File: config.mk
export PLATFORM = sky130hd
export DESIGN_NAME = phs_ram
export DESIGN_NICKNAME = d
export VERILOG_FILES = /design/src/rtl/pointer_hash_set_linear_probe_top_defines.svh /design/src/rtl/phs_ram.sv
export SDC_FILE = /design/constraint.sdc
export NUM_CORES = 1
export LEC_CHECK = 0
export ABC_AREA = 1
export BUFFER_PORTS_ARGS = -buffer_cell sky130_fd_sc_hd__buf_2
export CAP_MARGIN = 25
export CORE_ASPECT_RATIO = 0.7
export CORE_MARGIN = 2
export CORE_UTILIZATION = 35
export DETAILED_ROUTE_END_ITERATION = 8
export PLACE_DENSITY = 0.63
export SLEW_MARGIN = 20
export SYNTH_ARGS = -nofsm -noshare
export SYNTH_HDL_FRONTEND = slang
export SYNTH_SLANG_ARGS = --single-unit
export TNS_END_PERCENT = 1
File: constraint.sdc
create_clock -name clock -period 0.9 [get_ports clock]
set_input_delay 0 -clock clock [delete_from_list [all_inputs] [get_ports clock]]
set_output_delay 0 -clock clock [all_outputs]
set_load 0.05 [all_outputs]
File: src/rtl/pointer_hash_set_linear_probe_top_defines.svh
// Assertion macros for the pointer hash set RTL.
// No dependencies; files that check their own logic include this header.
`ifndef POINTER_HASH_SET_LINEAR_PROBE_TOP_DEFINES_SVH
`define POINTER_HASH_SET_LINEAR_PROBE_TOP_DEFINES_SVH

// Same-cycle implication, disabled during reset.
`define PHS_ASSERT_NOW(label, clk, rst, ante, cons, msg) \
   label: assert property (@(posedge clk) disable iff (rst) (ante) |-> (cons)) \
      else $error(msg);

// Next-cycle implication, disabled during reset.
`define PHS_ASSERT_NEXT(label, clk, rst, ante, cons, msg) \
   label: assert property (@(posedge clk) disable iff (rst) (ante) |=> (cons)) \
      else $error(msg);

`endif

File: src/rtl/phs_ram.sv
// Generic single-write, single-read RAM with registered read data.
// No dependencies.
module phs_ram #(
   parameter int WIDTH = 8,
   parameter int DEPTH = 16
) (
   input  logic                     clock,
   input  logic                     wr_en,
   input  logic [$clog2(DEPTH)-1:0] wr_addr,
   input  logic [WIDTH-1:0]         wr_data,
   input  logic [$clog2(DEPTH)-1:0] rd_addr,
   output logic [WIDTH-1:0]         rd_data
);

   logic [WIDTH-1:0] mem_ff [DEPTH];
   logic [WIDTH-1:0] rd_data_ff;

   always_ff @(posedge clock) begin
      if (wr_en) begin
         mem_ff[wr_addr] <= wr_data;
      end
      rd_data_ff <= mem_ff[rd_addr];
   end

   assign rd_data = rd_data_ff;

endmodule

==> results.toml <==
[place]
dp_slack_ns = -0.196
gp_congestion = 0.876
dpl_cell_area_sq_um = 6320
numPortBuffers = 25
dpl.cell_count = 811
hpwl_mm = 9.37

[timing]
min_period_over_period_pct = 106
hold_viol_final = 0
min_period_ns = 0.954
slew_violations = 0
worstMarginPinSlew_ns = 0.449
fin_worst_skew_ns = 0.00615
layout_setup_ws_ns = -0.0538
max_slew_margin_pct = 70.0
worst_hold_slack_ns = 0.00566
setup_violations = 16
fmax_mhz = 1050
setup_tns_ns = -0.428
rsz0062_at_grt = "yes"

[critical_path]
cp_common_cell = "nand3_2"
cp.depth = 6
path_cells = "inv_1 -> nand2_1 -> nand3_2 -> nand3_2 -> nand3_2 -> nand2_1"
critical-path-slowest-cell = "edfxtp_1"
critical_path_arrival_ns = 1.26
crit_buf_inv = 1
worstPathMaxFanout = 1
startpoint_type = "flip-flop"
rrSetupSlack_ns = -0.05
cp_data_required_time_ns = 1.21
critPathKind = "reg -> reg"
max_stage_delay_ns = 0.36
reg2reg_depth = 6
cpLargestDelayFamily = "simple AND/OR/NAND/NOR gates"
end_kind = "flip-flop"

[global_routing]
grt_pass1_vias = 3832
met1_usage_pct = 27.3
grt_usage_pct = 17.4
grt_antenna_before_repair = 0
met3_usage_pct = 4.17
grt_start_max_net_pins = 33
grt_pass1_wl_mm = 22.5
overflow = 0
grt_util_met2_pct = 23.6
top_usage_layer = "met1"

[detailed_routing]
drtAntennaViolNets = 0
drt_iter0_drc = 378
dr.pass1.iters = 5
num_vias = 4048
drcViolationCount = 0
vias_per_cell = 4.80
wl_mm = 14.4
wl_per_cell_microns = 17.1

[die]
die_w_microns = 157
die_h_microns = 111
io_pins = 26
initial_utilization_pct = 35.6
dieArea_sq_um = 17500
rows = 39
core_region_area_sq_um = 16200

[run_status]
status = "complete, but fails checks"
failed_checks = "setup timing"

[final_layout]
area_growth_pct = 26.4
drive_above_1_share_pct = 23.7
final_area_sq_um = 7290
final_cells = 844
antennaDiodeCount = 0
post-route-util_pct = 45.0
num-nets-final = 624

[clock_tree]
cts.sinks = 136
cts_buffer_depth = 2
cts_tree = "done"
cts_buffers = 17
post_cts_buffers = 0
clkLatencyLatePin_ns = 0.42
path_clk_slew_ns = 0.06
cts_max_level = 4
cts-root-buf = "clkbuf_16"

[power]
total_power_mw = 16.0
vdd_ir_drop_max_mv = 1.49
p_leak_nw = 3.13
p_per_area_nw_per_um2 = 2200

[logic_synthesis]
ys_types = 12
yosys_register_bits = 136
synth.yosys.seq_area_share_pct = 69.4
synth_nets = 569
synthCells = 551
synth_area_sq_um = 5770
ys_warn_count = 0
avgSynthCellArea_sq_um = 10.5

[flow_run]
max_cap_viol_count = 0

[hold_path]
min_path_type = "in -> reg"
min_path_cells = 1
cell usage after synthesis:
cell type | n | area share (%)
nand2_1 | 173 | 11
inv_1 | 100 | 6.5
nor2_1 | 17 | 1.1
buf_1 | 1 | 0.065
buf_4 | 4 | 0.52
inv_2 | 2 | 0.13
buf_2 | 13 | 1.1
edfxtp_1 | 128 | 67
dfxtp_1 | 8 | 2.8
nand3_1 | 97 | 8.4
nand3b_1 | 2 | 0.26
buf_6 | 6 | 1.2
placed cells by master (no fill, tap or decap), drive strengths merged:
cell type | Yosys | routed
clkinv | 0 | 5
nand2 | 173 | 173
buf | 24 | 59
nand3b | 2 | 2
dlygate4sd3 | 0 | 1
dfxtp | 8 | 8
inv | 102 | 105
bufinv | 0 | 5
nand3 | 97 | 97
edfxtp | 128 | 128
nor2 | 17 | 17
clkinvlp | 0 | 2
clkbuf | 0 | 17
where the power goes:
group	total (mW)	internal [mW]	leakage, nW	switching (mW)
registers	7.17	7.09	1.23	0.0787
clock network	7.60	4.92	0.312	2.68
logic	1.25	0.424	1.60	0.823
what timing repair did:
| item | 4_1_cts | 5_1_grt |
|---|---|---|
| setup endpoints to repair | 16 | 16 |
| hold endpoints to repair | 12 | 0 |
| pin swaps | 15 | 9 |
| hold buffers | 1 | 0 |
| resized for setup | 67 | 14 |
cell families after synthesis:
group | count (synthesis) | synth area share [%]
flops | 136 | 69.4
simple gates | 289 | 21.0
buf+inv | 126 | 9.52
registers in the layout (all words and copies together) (netlist names):
| signal | count |
|---|---|
| rd_data | 8 |
| mem_ff | 128 |
metal layers:
metal	wire, microns	vias to the layer above
li1	-	1879
met1	6780	1962
met2	6030	187
met3	1360	20
met4	232	0
met5	0	-
path summary, 6_finish.rpt:
| kind | start | to |
|---|---|---|
| hold reg to reg | mem_ff[8][0] | rd_data[0] |
| setup reg to reg | mem_ff[0][2] | rd_data[2] |
| setup / recovery | mem_ff[0][2] | rd_data[2] |
| hold / removal | wr_data[1] | mem_ff[15][1] |
final cells by class:
class / count / area [sq um]
repair buffers: 60 / 529
clock buffers: 17 / 425
clock inverters: 15 / 223
multi-input cells: 289 / 1420
well taps: 225 / 282
inverters: 102 / 383
fillers: 1497 / 8910
flip-flops and latches: 136 / 4020
(Power assumes the default switching activity.)
