<file path="src/rtl/pointer_hash_set_linear_probe_top_defines.svh">
// Assertion macros for the pointer hash set RTL.
// No dependencies; files that check their own logic include this header.
`ifndef POINTER_HASH_SET_LINEAR_PROBE_TOP_DEFINES_SVH
`define POINTER_HASH_SET_LINEAR_PROBE_TOP_DEFINES_SVH

// Same-cycle implication, disabled during reset.
`define PHS_ASSERT_NOW(label, clk, rst, ante, cons, msg) \
   label: assert property (@(posedge clk) disable iff (rst) (ante) |-> (cons)) \
      else $error(msg);

// Next-cycle implication, disabled during reset.
`define PHS_ASSERT_NEXT(label, clk, rst, ante, cons, msg) \
   label: assert property (@(posedge clk) disable iff (rst) (ante) |=> (cons)) \
      else $error(msg);

`endif

</file>
<file path="src/rtl/phs_mod_unit.sv">
// Iterative key modulo table size: eight conditional-subtract steps per cycle.
// No dependencies.
module phs_mod_unit #(
   parameter int TABLE_SIZE = 1021,
   parameter int KEY_WIDTH  = 64
) (
   input  logic                          clock,
   input  logic                          reset,
   input  logic                          start,
   input  logic [KEY_WIDTH-1:0]          key,
   output logic                          done,
   output logic [$clog2(TABLE_SIZE)-1:0] rem
);

   localparam int IDX_W = $clog2(TABLE_SIZE);
   localparam int RW    = IDX_W + 1;
   localparam int DIG   = 8;
   localparam int STEPS = (KEY_WIDTH + DIG - 1) / DIG;
   localparam int PAD_W = STEPS * DIG;
   localparam int SCW   = $clog2(STEPS + 1);
   localparam logic [RW-1:0]  MODULUS   = RW'(TABLE_SIZE);
   localparam logic [SCW-1:0] LAST_STEP = SCW'(STEPS - 1);

   logic             busy_ff, busy_in;
   logic             done_ff, done_in;
   logic [SCW-1:0]   step_ff, step_in;
   logic [PAD_W-1:0] sr_ff, sr_in;
   logic [IDX_W-1:0] rem_ff, rem_in;
   logic [RW-1:0]    acc;

   // remainder update: r = (2r + bit) mod N, MSB first, DIG bits a cycle
   always_comb begin
      logic [RW-1:0] t;
      acc = RW'(rem_ff);
      for (int i = 0; i < DIG; i++) begin
         t = {acc[RW-2:0], sr_ff[PAD_W-1-i]};
         if (t >= MODULUS) begin
            t = t - MODULUS;
         end
         acc = t;
      end
   end

   always_comb begin
      busy_in = busy_ff;
      done_in = 1'b0;
      step_in = step_ff;
      sr_in   = sr_ff;
      rem_in  = rem_ff;
      if (start) begin
         busy_in = 1'b1;
         step_in = '0;
         sr_in   = PAD_W'(key);
         rem_in  = '0;
      end else if (busy_ff) begin
         rem_in  = acc[IDX_W-1:0];
         sr_in   = sr_ff << DIG;
         step_in = step_ff + 1'b1;
         if (step_ff == LAST_STEP) begin
            busy_in = 1'b0;
            done_in = 1'b1;
         end
      end
   end

   always_ff @(posedge clock) begin
      if (reset) begin
         busy_ff <= 1'b0;
         done_ff <= 1'b0;
      end else begin
         busy_ff <= busy_in;
         done_ff <= done_in;
      end
      step_ff <= step_in;
      sr_ff   <= sr_in;
      rem_ff  <= rem_in;
   end

   assign done = done_ff;
   assign rem  = rem_ff;

endmodule

</file>
<file path="config.mk">
export PLATFORM = sky130hd
export DESIGN_NAME = phs_mod_unit
export DESIGN_NICKNAME = d
export VERILOG_FILES = /design/src/rtl/pointer_hash_set_linear_probe_top_defines.svh /design/src/rtl/phs_mod_unit.sv
export SDC_FILE = /design/constraint.sdc
export NUM_CORES = 1
export LEC_CHECK = 0
export BUFFER_PORTS_ARGS = -buffer_cell sky130_fd_sc_hd__clkbuf_2
export CORE_MARGIN = 5
export CORE_UTILIZATION = 50
export CTS_CLUSTER_DIAMETER = 40
export DETAILED_ROUTE_END_ITERATION = 7
export PLACE_DENSITY = 0.83
export SLEW_MARGIN = 20
export SYNTH_ARGS = -nofsm -noshare
export SYNTH_HDL_FRONTEND = slang
export SYNTH_SLANG_ARGS = --single-unit
</file>
<file path="constraint.sdc">
create_clock -name clock -period 8.7 [get_ports clock]
set_input_delay 0.435 -clock clock [delete_from_list [all_inputs] [get_ports clock]]
set_output_delay 0.435 -clock clock [all_outputs]
set_load 0.01 [all_outputs]
</file>
==> impl_metrics.json <==
{
  "hold_depth": 2,
  "critical_path_class": "reg2reg",
  "synth-async-reset-ratio_pct": 0,
  "grt_pass1_vias": 5415,
  "path_clk_slew_ns": 0.06,
  "cts_buffer_depth": 2,
  "hold_viol": 0,
  "synth_enable_flop_cells": 64,
  "die-area_sq_um": 15400,
  "ant_nets": 0,
  "ctsHoldBuffers": 0,
  "tns_ns": 0,
  "synth.yosys.seq_area_share_pct": 34.6,
  "critical_path.max_stage_delay_ns": 0.58,
  "regToRegSetupSlack_ns": 0.39,
  "synthTopCellsByArea": "edfxtp_1 (30%), mux2_2 (10%), dfxtp_1 (4.9%)",
  "m1WireLength_microns": 6980,
  "finalSetupViolCount": 0,
  "die_w_microns": 124,
  "p_leak_uw": 0.00281,
  "synthTopCellsByCount": "edfxtp_1 (64), mux2_2 (59), nor2_1 (59), nand2_1 (41)",
  "wl_met2_microns": 7720,
  "hold-path-endpoint": "busy_ff",
  "slew_violations": 0,
  "ys.warnings.count": 0,
  "synth.avg_cell_area_sq_um": 9.57,
  "cp_common_cell": "buf_4",
  "cts_root_buf": "clkbuf_16",
  "wirelength_microns": 16500,
  "cts_buffers": 9,
  "start_util_pct": 51.2,
  "fillerInstances": 1042,
  "ioPinCount": 78,
  "synth_nets": 750,
  "timing.rr.start": "rem[0]",
  "final_nets": 831,
  "drtIter0Drc": 652,
  "min_from": "reset",
  "dpl.cell_count": 912,
  "n_antenna_cell": 0,
  "top_layer": "met4",
  "gp_congestion": 0.953,
  "slowest_stage": "or4_4",
  "post_drt_wl_per_cell_microns": 17.6,
  "viasPerCell": 6.32,
  "fmax_mhz": 120,
  "portBuffers": 77,
  "synth_top_area_cell": "edfxtp_1",
  "outcome": "finished clean",
  "drc": 0,
  "yosysTopAreaCellShare_pct": 29.6,
  "area_delta_synth_final_pct": 17.2,
  "arrival_ns": 8.55,
  "antenna_found_initial": 0,
  "first_pass_iters": 5,
  "p_per_area_nw_per_um2": 283,
  "rows": 41,
  "core_area_sq_um": 12700,
  "path_max_fanout": 8,
  "ir_drop_mv": 0.189,
  "yosysUniqueCellTypes": 99,
  "netlist_area_sq_um": 6490,
  "start_kind": "flip-flop",
  "worst_clock_skew_ns": 0.00659,
  "dpl.hpwl_microns": 11700,
  "fin_crit_ns": 8.31,
  "syn_inst": 678,
  "num_vias": 5914,
  "cts_tree": "yes",
  "htreeDepth": 3,
  "grt_start_max_net_pins": 83,
  "drive_gt1_share_pct": 32.1,
  "cap_viol_max_count": 0,
  "place_area_sq_um": 7090,
  "r2r_cells": 34,
  "final_cell_area_sq_um": 7600,
  "worstSetupEndpointType": "flip-flop",
  "tightest_slew_ns": 0.927,
  "finalCritPeriodShare_pct": 95.5,
  "grt_use_total_pct": 21.4,
  "final_cells": 936,
  "grt_pass1_wl_microns": 26600,
  "slew_headroom_pct": 38.2,
  "rr_endpoint": "rem[1]",
  "min_path_type": "in2reg",
  "met3_length_microns": 1470,
  "clock_latency_ns": 0.34,
  "synth_top_flop_cell": "edfxtp_1",
  "overflow": 0,
  "dieHeight_microns": 124,
  "numClockSinks": 80,
  "yosysMostFrequentCell": "edfxtp_1",
  "synth_seq_cells": 80,
  "crit_required_ns": 8.94
}
per-layer routing:
metal  vias to the layer above  GRT usage (%)
li1                       2803              -
met1                      2806           28.7
met3                        35           6.09
met4                         0           6.23
met2                       270           34.0
met5                         -              0
report_power, final:
group	internal (uW)	leakage [uW]	switching [uW]
sequential	469	0.000781	42.8
combinational	473	0.00187	749
clock	281	0.000158	141
total	1220	0.00281	932
state kept, by name, summed over array words and instances (netlist names):
register / count
sr_ff: 64
done: 1
step_ff: 4
busy_ff: 1
rem: 10
metrics by stage:
stage	hold slack, ns	utilization, %	setup slack (ns)	total power [uW]
detailed placement	0.501	55.9	0.193	1610
CTS	0.263	58.5	0.0868	2050
floorplan	0.466	-	0.408	1340
global placement	0.497	55.9	0.346	1610
global route	0.268	60.0	-0.0789	2290
finish	0.271	60.0	0.388	2150
logic make-up after synthesis:
kind of cell	Yosys count	synth area share, %
buf+inv	51	3.24
xor+xnor	32	4.55
compound gates	188	22.8
flops	80	34.6
mux	71	12.1
simple gates	249	21.4
fa+ha+maj	7	1.27
worst max-delay path, delay by kind of cell, from the launching register on:
family	cells	cell delay, ns
XOR/XNOR	2	0.36
flip-flops	1	0.33
buffers and inverters	5	0.77
AND/OR/NAND/NOR	10	3.68
adder cells (fa/ha/maj)	2	0.49
AO/OA/AOI/OAI	15	2.57
how the worst max path moves through the flow:
stage	end	startpoint
floorplan	rem[1]	rem[0]
global placement	rem[1]	rem[9]
detailed placement	rem[1]	rem[9]
CTS	rem[1]	rem[9]
global route	rem[1]	rem[0]
finish	rem[1]	rem[0]
layout make-up:
cell class / instances / area, sq um / share of cell area [%]
clock buffers: 13 / 240 / 3.16
flip-flops and latches: 80 / 2240 / 29.5
well taps: 172 / 215 / 2.83
multi-input cells: 547 / 4160 / 54.7
repair buffers: 105 / 596 / 7.83
clock inverters: 3 / 90.1 / 1.18
inverters: 16 / 60.1 / 0.790
cells in the final DEF (no fill, tap or decap), types with 15 or more instances in the layout:
cell type	netlist	layout
buf_4	2	28
mux2_2	59	59
and2_1	16	16
dfxtp_1	16	16
edfxtp_1	64	64
a21oi_1	19	18
nand2_1	41	41
o21ai_0	24	22
clkbuf_2	0	76
xnor2_1	19	16
nor2_1	59	59
nand3_1	24	24
inv_1	15	15
timing repair:
action                                  in CTS  in global routing
gates resized for setup                      0                 27
endpoints found under the setup margin       0                 10
endpoints found under the hold margin        0                  0
setup buffers                                0                  8
No activity file was read; power rests on OpenSTA's default activity.
